<file path="src/sv/bvsg_pkg.sv">
// shared types, constants and the state-of-charge function for the battery gauge
// no dependencies; imported by every module of the gauge
`default_nettype none

package bvsg_pkg;

    // field and register widths
    localparam int SAMPLE_W    = 12;
    localparam int SAMPLE_BITS = 12;
    localparam int CURRENT_W   = 16;
    localparam int VOLT_W      = 16;
    localparam int PCT_W       = 7;
    localparam int GAIN_W      = 10;
    localparam int VREF_W      = 12;
    localparam int CFG_IDX_W   = 1;
    localparam int CFG_DATA_W  = 12;

    // box-car stages
    localparam int SUM_W = 16;
    localparam int CNT_W = 4;
    localparam int AVG_W = 12;
    localparam logic [CNT_W-1:0] STAGE_LAST = 4'd15;

    // scaling chain: shared 12x12 multiplier, then divide by 100 through a reciprocal
    localparam int MUL_W     = 12;
    localparam int PROD_W    = 24;
    localparam int RCP_W     = 23;
    localparam int QPROD_W   = PROD_W + RCP_W;
    localparam int RCP_SHIFT = 29;
    // ceil(2^29 / 100); exact for dividends below 2^29 / 88, well above 4095 * 1023
    localparam logic [RCP_W-1:0] RCP_100 = 23'd5368710;

    // reset values of the configuration registers
    localparam logic [GAIN_W-1:0] GAIN_RESET = 10'd593;
    localparam logic [VREF_W-1:0] VREF_RESET = 12'd3330;

    // configuration register indexes
    localparam logic [CFG_IDX_W-1:0] CFG_GAIN = 1'd0;
    localparam logic [CFG_IDX_W-1:0] CFG_VREF = 1'd1;

    // state-of-charge band edges in millivolts
    localparam logic [VOLT_W-1:0] SOC_V_FULL = 16'd13049;
    localparam logic [VOLT_W-1:0] SOC_V_B75  = 16'd12550;
    localparam logic [VOLT_W-1:0] SOC_V_B50  = 16'd12300;
    localparam logic [VOLT_W-1:0] SOC_V_B25  = 16'd12000;
    localparam logic [VOLT_W-1:0] SOC_V_B0   = 16'd11760;

    // reciprocals scaled by 2^16: 1/20, 1/10, 1/12 and 5/48
    localparam logic [12:0] RCP_B75 = 13'd3277;
    localparam logic [12:0] RCP_B50 = 13'd6554;
    localparam logic [12:0] RCP_B25 = 13'd5462;
    localparam logic [12:0] RCP_B0  = 13'd6827;

    // datapath command and status groups
    typedef struct packed {
        logic capture;
        logic accumulate;
        logic mul_a;
        logic mul_b;
        logic divide;
        logic soc;
        logic load_out;
    } t_dp_cmd;

    typedef struct packed {
        logic will_update;
    } t_dp_sts;

    // piecewise-linear state of charge; band offsets stay below 500 so the
    // reciprocal products are exact after the shift
    function automatic logic [PCT_W-1:0] soc_percent(input logic [VOLT_W-1:0] v);
        logic [8:0]           x;
        logic [21:0]          p;
        logic [PCT_W-1:0]     pct;
        x   = '0;
        p   = '0;
        pct = '0;
        if (v > SOC_V_FULL) begin
            pct = 7'd100;
        end else if (v >= SOC_V_B75) begin
            x   = 9'(v - SOC_V_B75);
            p   = 22'(x) * 22'(RCP_B75);
            pct = 7'd75 + 7'(p[20:16]);
        end else if (v >= SOC_V_B50) begin
            x   = 9'(v - SOC_V_B50);
            p   = 22'(x) * 22'(RCP_B50);
            pct = 7'd50 + 7'(p[20:16]);
        end else if (v >= SOC_V_B25) begin
            x   = 9'(v - SOC_V_B25);
            p   = 22'(x) * 22'(RCP_B25);
            pct = 7'd25 + 7'(p[20:16]);
        end else if (v >= SOC_V_B0) begin
            x   = 9'(v - SOC_V_B0);
            p   = 22'(x) * 22'(RCP_B0);
            pct = 7'(p[20:16]);
        end
        return pct;
    endfunction

endpackage

`default_nettype wire

</file>
<file path="src/sv/bvsg_cfg_regs.sv">
// configuration registers of the battery gauge: divider gain and adc reference
// depends on bvsg_pkg
`default_nettype none

module bvsg_cfg_regs
    import bvsg_pkg::*;
(
    input  wire logic                  i_clk,
    input  wire logic                  i_rst_n,
    input  wire logic                  i_cfg_valid,
    output logic                       o_cfg_ready,
    input  wire logic [CFG_IDX_W-1:0]  i_cfg_index,
    input  wire logic [CFG_DATA_W-1:0] i_cfg_data,
    output logic [GAIN_W-1:0]          o_gain_centi,
    output logic [VREF_W-1:0]          o_vref_mv
);

    logic [GAIN_W-1:0] r_gain_centi;
    logic [VREF_W-1:0] r_vref_mv;

    // writes are always taken
    assign o_cfg_ready = 1'b1;

    // register write, keeping only each register's width
    always_ff @(posedge i_clk) begin
        if (!i_rst_n) begin
            r_gain_centi <= GAIN_RESET;
            r_vref_mv    <= VREF_RESET;
        end else if (i_cfg_valid) begin
            case (i_cfg_index)
                CFG_GAIN: begin
                    r_gain_centi <= i_cfg_data[GAIN_W-1:0];
                end
                CFG_VREF: begin
                    r_vref_mv <= i_cfg_data[VREF_W-1:0];
                end
                default: begin
                end
            endcase
        end
    end

    assign o_gain_centi = r_gain_centi;
    assign o_vref_mv    = r_vref_mv;

endmodule

`default_nettype wire

</file>
<file path="src/sv/bvsg_ctrl.sv">
// sequencer of the battery gauge: input and output handshakes, scaling steps
// depends on bvsg_pkg
`default_nettype none

module bvsg_ctrl
    import bvsg_pkg::*;
(
    input  wire logic     i_clk,
    input  wire logic     i_rst_n,
    input  wire logic     i_in_valid,
    output logic          o_in_stall,
    output logic          o_out_valid,
    input  wire logic     i_out_stall,
    input  wire t_dp_sts  i_sts,
    output t_dp_cmd       o_cmd
);

    typedef enum logic [2:0] {
        S_IDLE,
        S_ACC,
        S_MUL_A,
        S_MUL_B,
        S_DIV,
        S_SOC,
        S_FIN
    } t_state;

    t_state            r_state;
    t_state            n_state;
    logic              r_out_valid;
    t_dp_cmd           w_cmd;

    // next state and datapath commands
    always_comb begin
        n_state    = r_state;
        w_cmd      = '0;
        case (r_state)
            S_IDLE: begin
                if (i_in_valid) begin
                    w_cmd.capture = 1'b1;
                    n_state       = S_ACC;
                end
            end
            S_ACC: begin
                w_cmd.accumulate = 1'b1;
                n_state          = i_sts.will_update ? S_MUL_A : S_FIN;
            end
            S_MUL_A: begin
                w_cmd.mul_a = 1'b1;
                n_state     = S_MUL_B;
            end
            S_MUL_B: begin
                w_cmd.mul_b = 1'b1;
                n_state     = S_DIV;
            end
            S_DIV: begin
                w_cmd.divide = 1'b1;
                n_state      = S_SOC;
            end
            S_SOC: begin
                w_cmd.soc = 1'b1;
                n_state   = S_FIN;
            end
            S_FIN: begin
                if (!r_out_valid || !i_out_stall) begin
                    w_cmd.load_out = 1'b1;
                    n_state        = S_IDLE;
                end
            end
            default: begin
                n_state = S_IDLE;
            end
        endcase
    end

    // state and output valid
    always_ff @(posedge i_clk) begin
        if (!i_rst_n) begin
            r_state     <= S_IDLE;
            r_out_valid <= 1'b0;
        end else begin
            r_state <= n_state;
            if (w_cmd.load_out) begin
                r_out_valid <= 1'b1;
            end else if (!i_out_stall) begin
                r_out_valid <= 1'b0;
            end
        end
    end

    assign o_in_stall  = (r_state != S_IDLE);
    assign o_out_valid = r_out_valid;
    assign o_cmd       = w_cmd;

endmodule

`default_nettype wire

</file>
<file path="src/sv/bvsg_dp.sv">
// datapath of the battery gauge: box-car stages, shared multiplier,
// reciprocal divide by 100, state of charge and output register; depends on bvsg_pkg
`default_nettype none

module bvsg_dp
    import bvsg_pkg::*;
(
    input  wire logic                 i_clk,
    input  wire logic                 i_rst_n,
    input  wire t_dp_cmd              i_cmd,
    output t_dp_sts                   o_sts,
    input  wire logic [GAIN_W-1:0]    i_gain_centi,
    input  wire logic [VREF_W-1:0]    i_vref_mv,
    input  wire logic [SAMPLE_W-1:0]  i_adc_sample,
    input  wire logic signed [CURRENT_W-1:0] i_current_ma,
    output logic [VOLT_W-1:0]         o_voltage_mv,
    output logic [PCT_W-1:0]          o_percent,
    output logic                      o_charging,
    output logic                      o_updated
);

    localparam logic [SAMPLE_W-1:0] SAMPLE_MASK = SAMPLE_W'((1 << SAMPLE_BITS) - 1);

    // input capture
    logic [SAMPLE_W-1:0] r_sample;
    logic                r_charging;

    // box-car stages
    logic [SUM_W-1:0] r_s1_sum;
    logic [CNT_W-1:0] r_s1_cnt;
    logic [SUM_W-1:0] r_s2_sum;
    logic [CNT_W-1:0] r_s2_cnt;
    logic [AVG_W-1:0] r_avg2;
    logic             r_updated;

    // scaling chain
    logic [PROD_W-1:0] r_prod;
    logic [VOLT_W-1:0] r_filt;
    logic [PCT_W-1:0]  r_pct;

    // output register
    logic [VOLT_W-1:0] r_o_voltage;
    logic [PCT_W-1:0]  r_o_pct;
    logic              r_o_charging;
    logic              r_o_updated;

    logic [AVG_W-1:0]   w_avg1;
    logic [MUL_W-1:0]   w_mul_a;
    logic [MUL_W-1:0]   w_mul_b;
    logic [PROD_W-1:0]  w_prod;
    logic [QPROD_W-1:0] w_qprod;
    logic [VOLT_W-1:0]  w_quot;

    assign w_avg1 = AVG_W'(r_s1_sum >> CNT_W);

    // shared multiplier: vref times average, then scaled value times gain
    always_comb begin
        if (i_cmd.mul_b) begin
            w_mul_a = MUL_W'(r_prod >> SAMPLE_BITS);
            w_mul_b = MUL_W'(i_gain_centi);
        end else begin
            w_mul_a = i_vref_mv;
            w_mul_b = r_avg2;
        end
    end
    assign w_prod = PROD_W'(w_mul_a) * PROD_W'(w_mul_b);

    // divide by 100 as a multiply by the scaled reciprocal
    assign w_qprod = QPROD_W'(r_prod) * QPROD_W'(RCP_100);
    assign w_quot  = w_qprod[RCP_SHIFT +: VOLT_W];

    assign o_sts.will_update = (r_s1_cnt == STAGE_LAST) && (r_s2_cnt == STAGE_LAST);

    // input capture
    always_ff @(posedge i_clk) begin
        if (i_cmd.capture) begin
            r_sample   <= i_adc_sample & SAMPLE_MASK;
            r_charging <= !i_current_ma[CURRENT_W-1] && (i_current_ma != '0);
        end
    end

    // box-car stages, held voltage and state of charge
    always_ff @(posedge i_clk) begin
        if (!i_rst_n) begin
            r_s1_sum  <= '0;
            r_s1_cnt  <= '0;
            r_s2_sum  <= '0;
            r_s2_cnt  <= '0;
            r_updated <= 1'b0;
            r_filt    <= '0;
            r_pct     <= '0;
        end else begin
            if (i_cmd.accumulate) begin
                r_updated <= 1'b0;
                if (r_s1_cnt == STAGE_LAST) begin
                    r_s1_cnt <= '0;
                    r_s1_sum <= SUM_W'(r_sample);
                    if (r_s2_cnt == STAGE_LAST) begin
                        r_updated <= 1'b1;
                        r_s2_cnt  <= '0;
                        r_s2_sum  <= SUM_W'(w_avg1);
                    end else begin
                        r_s2_sum <= r_s2_sum + SUM_W'(w_avg1);
                        r_s2_cnt <= r_s2_cnt + 1'b1;
                    end
                end else begin
                    r_s1_sum <= r_s1_sum + SUM_W'(r_sample);
                    r_s1_cnt <= r_s1_cnt + 1'b1;
                end
            end
            if (i_cmd.divide) begin
                r_filt <= w_quot;
            end
            if (i_cmd.soc) begin
                r_pct <= soc_percent(r_filt);
            end
        end
    end

    // stage-two average latched before the stage restarts
    always_ff @(posedge i_clk) begin
        if (i_cmd.accumulate) begin
            r_avg2 <= AVG_W'(r_s2_sum >> CNT_W);
        end
    end

    // product register of the shared multiplier
    always_ff @(posedge i_clk) begin
        if (i_cmd.mul_a || i_cmd.mul_b) begin
            r_prod <= w_prod;
        end
    end

    // output register
    always_ff @(posedge i_clk) begin
        if (i_cmd.load_out) begin
            r_o_voltage  <= r_filt;
            r_o_pct      <= r_pct;
            r_o_charging <= r_charging;
            r_o_updated  <= r_updated;
        end
    end

    assign o_voltage_mv = r_o_voltage;
    assign o_percent    = r_o_pct;
    assign o_charging   = r_o_charging;
    assign o_updated    = r_o_updated;

endmodule

`default_nettype wire

</file>
<file path="src/sv/battery_voltage_soc_gauge_core.sv">
// Battery voltage gauge. Each transfer carries one ADC sample and a signed current and
// returns one result: the held battery voltage in millivolts, a 0..100 state of charge and
// a charging flag. Samples pass two cascaded 16-entry box-car averagers (the first block of
// each after reset holds 15); when stage two completes, its average is scaled by the
// reference and divider gain and o_updated is set. An item that does not complete stage two
// goes through capture, accumulate and output load; one that does goes through capture,
// accumulate, two passes through the shared 12x12 multiplier, one reciprocal multiply for
// the divide by 100, one state-of-charge step and the output load. The output load waits
// while the previous result is still stalled. After reset the first update comes on item
// 256, then every 256.
// A new input transfer is taken while a finished result waits for the output side.
// depends on bvsg_pkg, bvsg_cfg_regs, bvsg_ctrl and bvsg_dp
`default_nettype none

module battery_voltage_soc_gauge_core
    import bvsg_pkg::*;
(
    input  wire logic                  i_clk,
    input  wire logic                  i_rst_n,
    // input channel
    input  wire logic                  i_in_valid,
    output logic                       o_in_stall,
    input  wire logic [SAMPLE_W-1:0]   i_adc_sample,
    input  wire logic signed [CURRENT_W-1:0] i_current_ma,
    // output channel
    output logic                       o_out_valid,
    input  wire logic                  i_out_stall,
    output logic [VOLT_W-1:0]          o_voltage_mv,
    output logic [PCT_W-1:0]           o_percent,
    output logic                       o_charging,
    output logic                       o_updated,
    // configuration writes
    input  wire logic                  i_cfg_valid,
    output logic                       o_cfg_ready,
    input  wire logic [CFG_IDX_W-1:0]  i_cfg_index,
    input  wire logic [CFG_DATA_W-1:0] i_cfg_data
);

    logic [GAIN_W-1:0] w_gain_centi;
    logic [VREF_W-1:0] w_vref_mv;
    t_dp_cmd           w_cmd;
    t_dp_sts           w_sts;

    // configuration registers
    bvsg_cfg_regs u_cfg (
        .i_clk        (i_clk),
        .i_rst_n      (i_rst_n),
        .i_cfg_valid  (i_cfg_valid),
        .o_cfg_ready  (o_cfg_ready),
        .i_cfg_index  (i_cfg_index),
        .i_cfg_data   (i_cfg_data),
        .o_gain_centi (w_gain_centi),
        .o_vref_mv    (w_vref_mv)
    );

    // sequencer
    bvsg_ctrl u_ctrl (
        .i_clk       (i_clk),
        .i_rst_n     (i_rst_n),
        .i_in_valid  (i_in_valid),
        .o_in_stall  (o_in_stall),
        .o_out_valid (o_out_valid),
        .i_out_stall (i_out_stall),
        .i_sts       (w_sts),
        .o_cmd       (w_cmd)
    );

    // datapath
    bvsg_dp u_dp (
        .i_clk        (i_clk),
        .i_rst_n      (i_rst_n),
        .i_cmd        (w_cmd),
        .o_sts        (w_sts),
        .i_gain_centi (w_gain_centi),
        .i_vref_mv    (w_vref_mv),
        .i_adc_sample (i_adc_sample),
        .i_current_ma (i_current_ma),
        .o_voltage_mv (o_voltage_mv),
        .o_percent    (o_percent),
        .o_charging   (o_charging),
        .o_updated    (o_updated)
    );

    // the output register is only reloaded once the previous result has left
    a_load_free: assert property (@(posedge i_clk) disable iff (!i_rst_n)
        w_cmd.load_out |-> (!o_out_valid || !i_out_stall))
        else $error("result loaded over a pending transfer");

    // a stalled result stays valid and unchanged
    a_out_hold: assert property (@(posedge i_clk) disable iff (!i_rst_n)
        (o_out_valid && i_out_stall) |=>
            (o_out_valid && $stable(o_voltage_mv) && $stable(o_percent) &&
             $stable(o_charging) && $stable(o_updated)))
        else $error("stalled result changed");

    // state of charge stays within 0..100
    a_pct_range: assert property (@(posedge i_clk) disable iff (!i_rst_n)
        o_out_valid |-> (o_percent <= 7'd100))
        else $error("state of charge above 100");

endmodule

`default_nettype wire
</file>
<file path="config.mk">
export PLATFORM = sky130hd
export DESIGN_NAME = battery_voltage_soc_gauge_core
export DESIGN_NICKNAME = d
export VERILOG_FILES = /design/src/sv/bvsg_pkg.sv /design/src/sv/bvsg_cfg_regs.sv /design/src/sv/bvsg_ctrl.sv /design/src/sv/bvsg_dp.sv /design/src/sv/battery_voltage_soc_gauge_core.sv
export SDC_FILE = /design/constraint.sdc
export NUM_CORES = 2
export LEC_CHECK = 0
export ABC_CLOCK_PERIOD_IN_PS = 16200
export BUFFER_PORTS_ARGS = -buffer_cell sky130_fd_sc_hd__buf_2
export CORE_MARGIN = 5
export CORE_UTILIZATION = 40
export CTS_CLUSTER_DIAMETER = 100
export DETAILED_ROUTE_END_ITERATION = 10
export PLACE_DENSITY_LB_ADDON = 0.1
export SKIP_LAST_GASP = 1
export SYNTH_ARGS = -nofsm -noshare
export SYNTH_HDL_FRONTEND = slang
export SYNTH_HIERARCHICAL = 1
export SYNTH_SLANG_ARGS = --single-unit
</file>
<file path="constraint.sdc">
create_clock -name i_clk -period 16.2 [get_ports i_clk]
set_clock_uncertainty 0.05 [all_clocks]
set_input_delay 2.43 -clock i_clk [delete_from_list [all_inputs] [get_ports i_clk]]
set_output_delay 2.43 -clock i_clk [all_outputs]
set_load 0.01 [all_outputs]
</file>
==> results by group <==
Clocking
  – H-tree depth: 4
  – Post-CTS Setup Bufs: 0
  – Worst-Skew Late Latency: 0.48 ns
  – Clock Root Buffer: clkbuf_16
  – Hold buffers post-CTS: 0
  – Clk slew on worst S/H paths: 0.08 ns
  – CTS Buffer Depth: 2
  – # resized after CTS: 0
  – TritonCTS Sinks: roughly 160
  – TritonCTS buffer count: 17
  – CTS tree: yes

Timing
  – Max_slew headroom: 0.2607
  – Fin crit period: 7.271 ns
  – Max Transition Viols Final: 0
  – Fin Setup TNS: 0 ns
  – # setup viols final: 0
  – Smallest setup slack after layout: 8.929 ns
  – Worst Tran Pin Value: 1.107 ns
  – Hold Vio Cnt, Final: 0
  – Tcrit/Tclk final: 0.4488
  – RSZ-0062 raised after global routing: no
  – Max Clk Rate: 137.5 MHz

Yosys
  – Avg Inst Size Synth: 9.697 sq um
  – Compound-Gate Fraction of Synth Area: 0.08327
  – Unique masters post-synth: 85
  – Post-Synth Adder-Cell Area: 0.5218
  – Post-Synth XOR/XNOR Area: 0.03647
  – Synth Flop Type: dfxtp_1
  – Netlist Area Pre-Place: 27510 sq um
  – Post-synth EDFFs: 74
  – Mux share of post-synthesis cell area: 0.02101
  – Simple-gate share of the synthesized area: 0.08937
  – Synth async-reset ratio: 0
  – Post-synthesis sequential area ratio: 0.1463
  – Synth Net Count: approximately 3800
  – Number of synthesized register bits: 164
  – Mapped Cells: 2837
  – Largest family of logic cells by synthesized area: adder cells
  – Yosys warnings: 6

Placed design
  – Area after DPL: 28890 sq um
  – RD Place Congestion: between 0.9 and 1
  – Worst slack at placement: 8.973 ns
  – PortBufs: 72
  – Detailed placement HPWL: between 50000 and 60000 um

Floorplanning
  – Die Span X: 272.3 um
  – Top Ports: 74
  – Die Span Y: 272.3 um
  – Starting Density: 0.4025
  – Rows: 96
  – Die footprint: between 70000 and 80000 sq um
  – Area of the core: 68350 sq um

Global routing
  – First-pass GRT wire length: roughly 110000 um
  – Vias in the first global route: slightly above 20000
  – Initial antenna violation count: 0
  – Total gr overflow: 0
  – Total GRT Usage: 0.1907
  – Largest net degree at the start of global routing: 38

Run status
  – Outcome: completed

Critical path
  – Buf/Inv on CP: 3
  – CP Cell Sequence: nand2_1 > nor2_4 > buf_4 > mux2i_1 > nor2_1 > fa_1 > fa_1 > inv_1 > fa_1 > inv_1 > fa_1 > fa_1 > ha_1 > o21a_1 > o2111a_1 > a21oi_1 > a21oi_1 > a211oi_1 > a211oi_1 > a21o_1 > a21oi_1 > xnor2_1
  – Critical path type: register to register
  – Nature of the critical path endpoint: register
  – FF-to-FF path depth: 22
  – Worst reg2reg path endpoint: u_dp/r_prod[23]
  – Req. time, crit path: 16.38 ns
  – CP Depth: 22
  – Critical path arrival: 7.45 ns
  – Crit-path max FO: 37
  – Slowest CP cell: mux2i_1
  – R2r setup slk: ~8.9 ns
  – Critical Path End: u_dp/r_prod[23]
  – Reg-to-Reg Start: u_ctrl/r_state[0]
  – CP startpoint: u_ctrl/r_state[0]
  – CP Launch Type: register
  – CP delay by family, top: adder cells
  – Delay of the slowest critical-path stage: 0.75 ns
  – Most Frequent Cell on Critical Path: fa_1

Detailed routing
  – Final ANT Viol Nets: 0
  – # DRC: 0
  – Avg WL per Cell: roughly 18 um
  – Vias: 19130
  – DRT Pass-1 Iters: 5
  – Post-DR vias/cell: 5.043
  – DRT iter0 DRCs: 890
  – Total wire length: 68830 um

Finish
  – Area delta synth->final: 7.263%
  – Commonest non-fill, non-tap cell in the layout: inv_1
  – Commonest cells after routing, fill and taps aside: 693 x inv_1, 517 x ha_1, 394 x fa_1
  – Design area: a little under 30000 sq um
  – # diodes: 0
  – Share of post-route cells with drive strength above 1: 0.05840
  – Fin nets: just under 4000

Flow run
  – MaxCap Viol Count: 0

Worst hold path
  – Hold crit path type: register to register
## Yosys cell counts, types with 9 or more instances
| master | n | area share |
|---|---|---|
| nand2_1 | 194 | 0.026 |
| nor2b_1 | 16 | 0.0036 |
| inv_1 | 693 | 0.095 |
| nand3_1 | 30 | 0.0055 |
| xor2_1 | 39 | 0.012 |
| clkbuf_1 | 29 | 0.0040 |
| mux2_2 | 22 | 0.0090 |
| o21ai_1 | 18 | 0.0033 |
| o21ai_0 | 54 | 0.0098 |
| nand3b_1 | 13 | 0.0035 |
| o211ai_1 | 25 | 0.0068 |
| fa_1 | 394 | 0.29 |
| a21oi_1 | 93 | 0.017 |
| and2_1 | 32 | 0.0073 |
| nand2b_1 | 13 | 0.0030 |
| nor2_1 | 127 | 0.017 |
| nor3_1 | 21 | 0.0038 |
| and3_1 | 15 | 0.0034 |
| a31oi_1 | 15 | 0.0034 |
| xnor2_1 | 70 | 0.022 |
| a211oi_1 | 16 | 0.0044 |
| a21o_1 | 25 | 0.0068 |
| edfxtp_1 | 74 | 0.081 |
| mux2i_1 | 33 | 0.012 |
| dfxtp_1 | 90 | 0.065 |
| nand4_1 | 17 | 0.0039 |
| ha_1 | 517 | 0.24 |
| o31ai_1 | 9 | 0.0025 |
## how the worst min path moves through the flow
stage | start | cells past startpoint | slack (ns) | endpoint
final | u_dp/r_charging | 0 | 0.37 | u_dp/o_charging
after detailed placement | u_dp/r_charging | 0 | 0.36 | u_dp/o_charging
after global placement | u_dp/r_charging | 0 | 0.35 | u_dp/o_charging
after CTS | u_dp/r_charging | 0 | 0.37 | u_dp/o_charging
after floorplan | u_dp/r_charging | 0 | 0.35 | u_dp/o_charging
after global routing | u_dp/r_charging | 0 | 0.38 | u_dp/o_charging
## metrics by stage
stage	hold WS, ns	utilization	cells
finish	0.3712	0.4318	3793
CTS	0.3727	0.4318	3793
global placement	0.3507	0.4226	3761
floorplan	0.3503	-	2837
detailed placement	0.3552	0.4226	3761
global route	0.3764	0.4318	3793
## area by class of cell
type,instances,area (sq um)
Clock inverter,15,198.9
Clock buffer,17,425.4
Timing Repair Buffer,83,442.9
Multi-Input combinational cell,1937,20710
Inverter,695,2609
Fill cell,6689,38840
Tap cell,882,1104
Sequential cell,164,4024
## registers in the layout (all words and copies together) (netlist names), 7 cells and up
register            cells
u_cfg/o_vref_mv        12
u_dp/r_sample          12
u_dp/r_filt            16
u_dp/r_avg2            12
u_dp/r_pct              7
u_dp/r_s2_sum          16
u_dp/o_percent          7
u_dp/o_voltage_mv      16
u_cfg/o_gain_centi     10
u_dp/r_s1_sum          16
u_dp/r_prod            24
## cell families (layout without fill, tap and decap cells)
logic type | after synthesis | after routing
xor gates and xnor gates | 112 | 112
DFF | 164 | 164
muxes | 55 | 55
AOI/OAI and AO/OA | 337 | 337
and+or+nand+nor | 521 | 521
other | 1 | 1
adders and majority gates | 911 | 911
buffers and inverters | 736 | 810
## per-layer routing
metal | global-route usage | up-vias | wire length (um)
met5 | 0 | - | 0
met2 | 0.3242 | 255 | 33350
met4 | 0.03896 | 0 | 1021
met3 | 0.02634 | 47 | 2100
li1 | - | 9272 | -
met1 | 0.2617 | 9554 | 32370
Power is left out: the tool's default activity adds up to more than one toggle a clock period on the data nets, which glitch-free logic cannot reach.
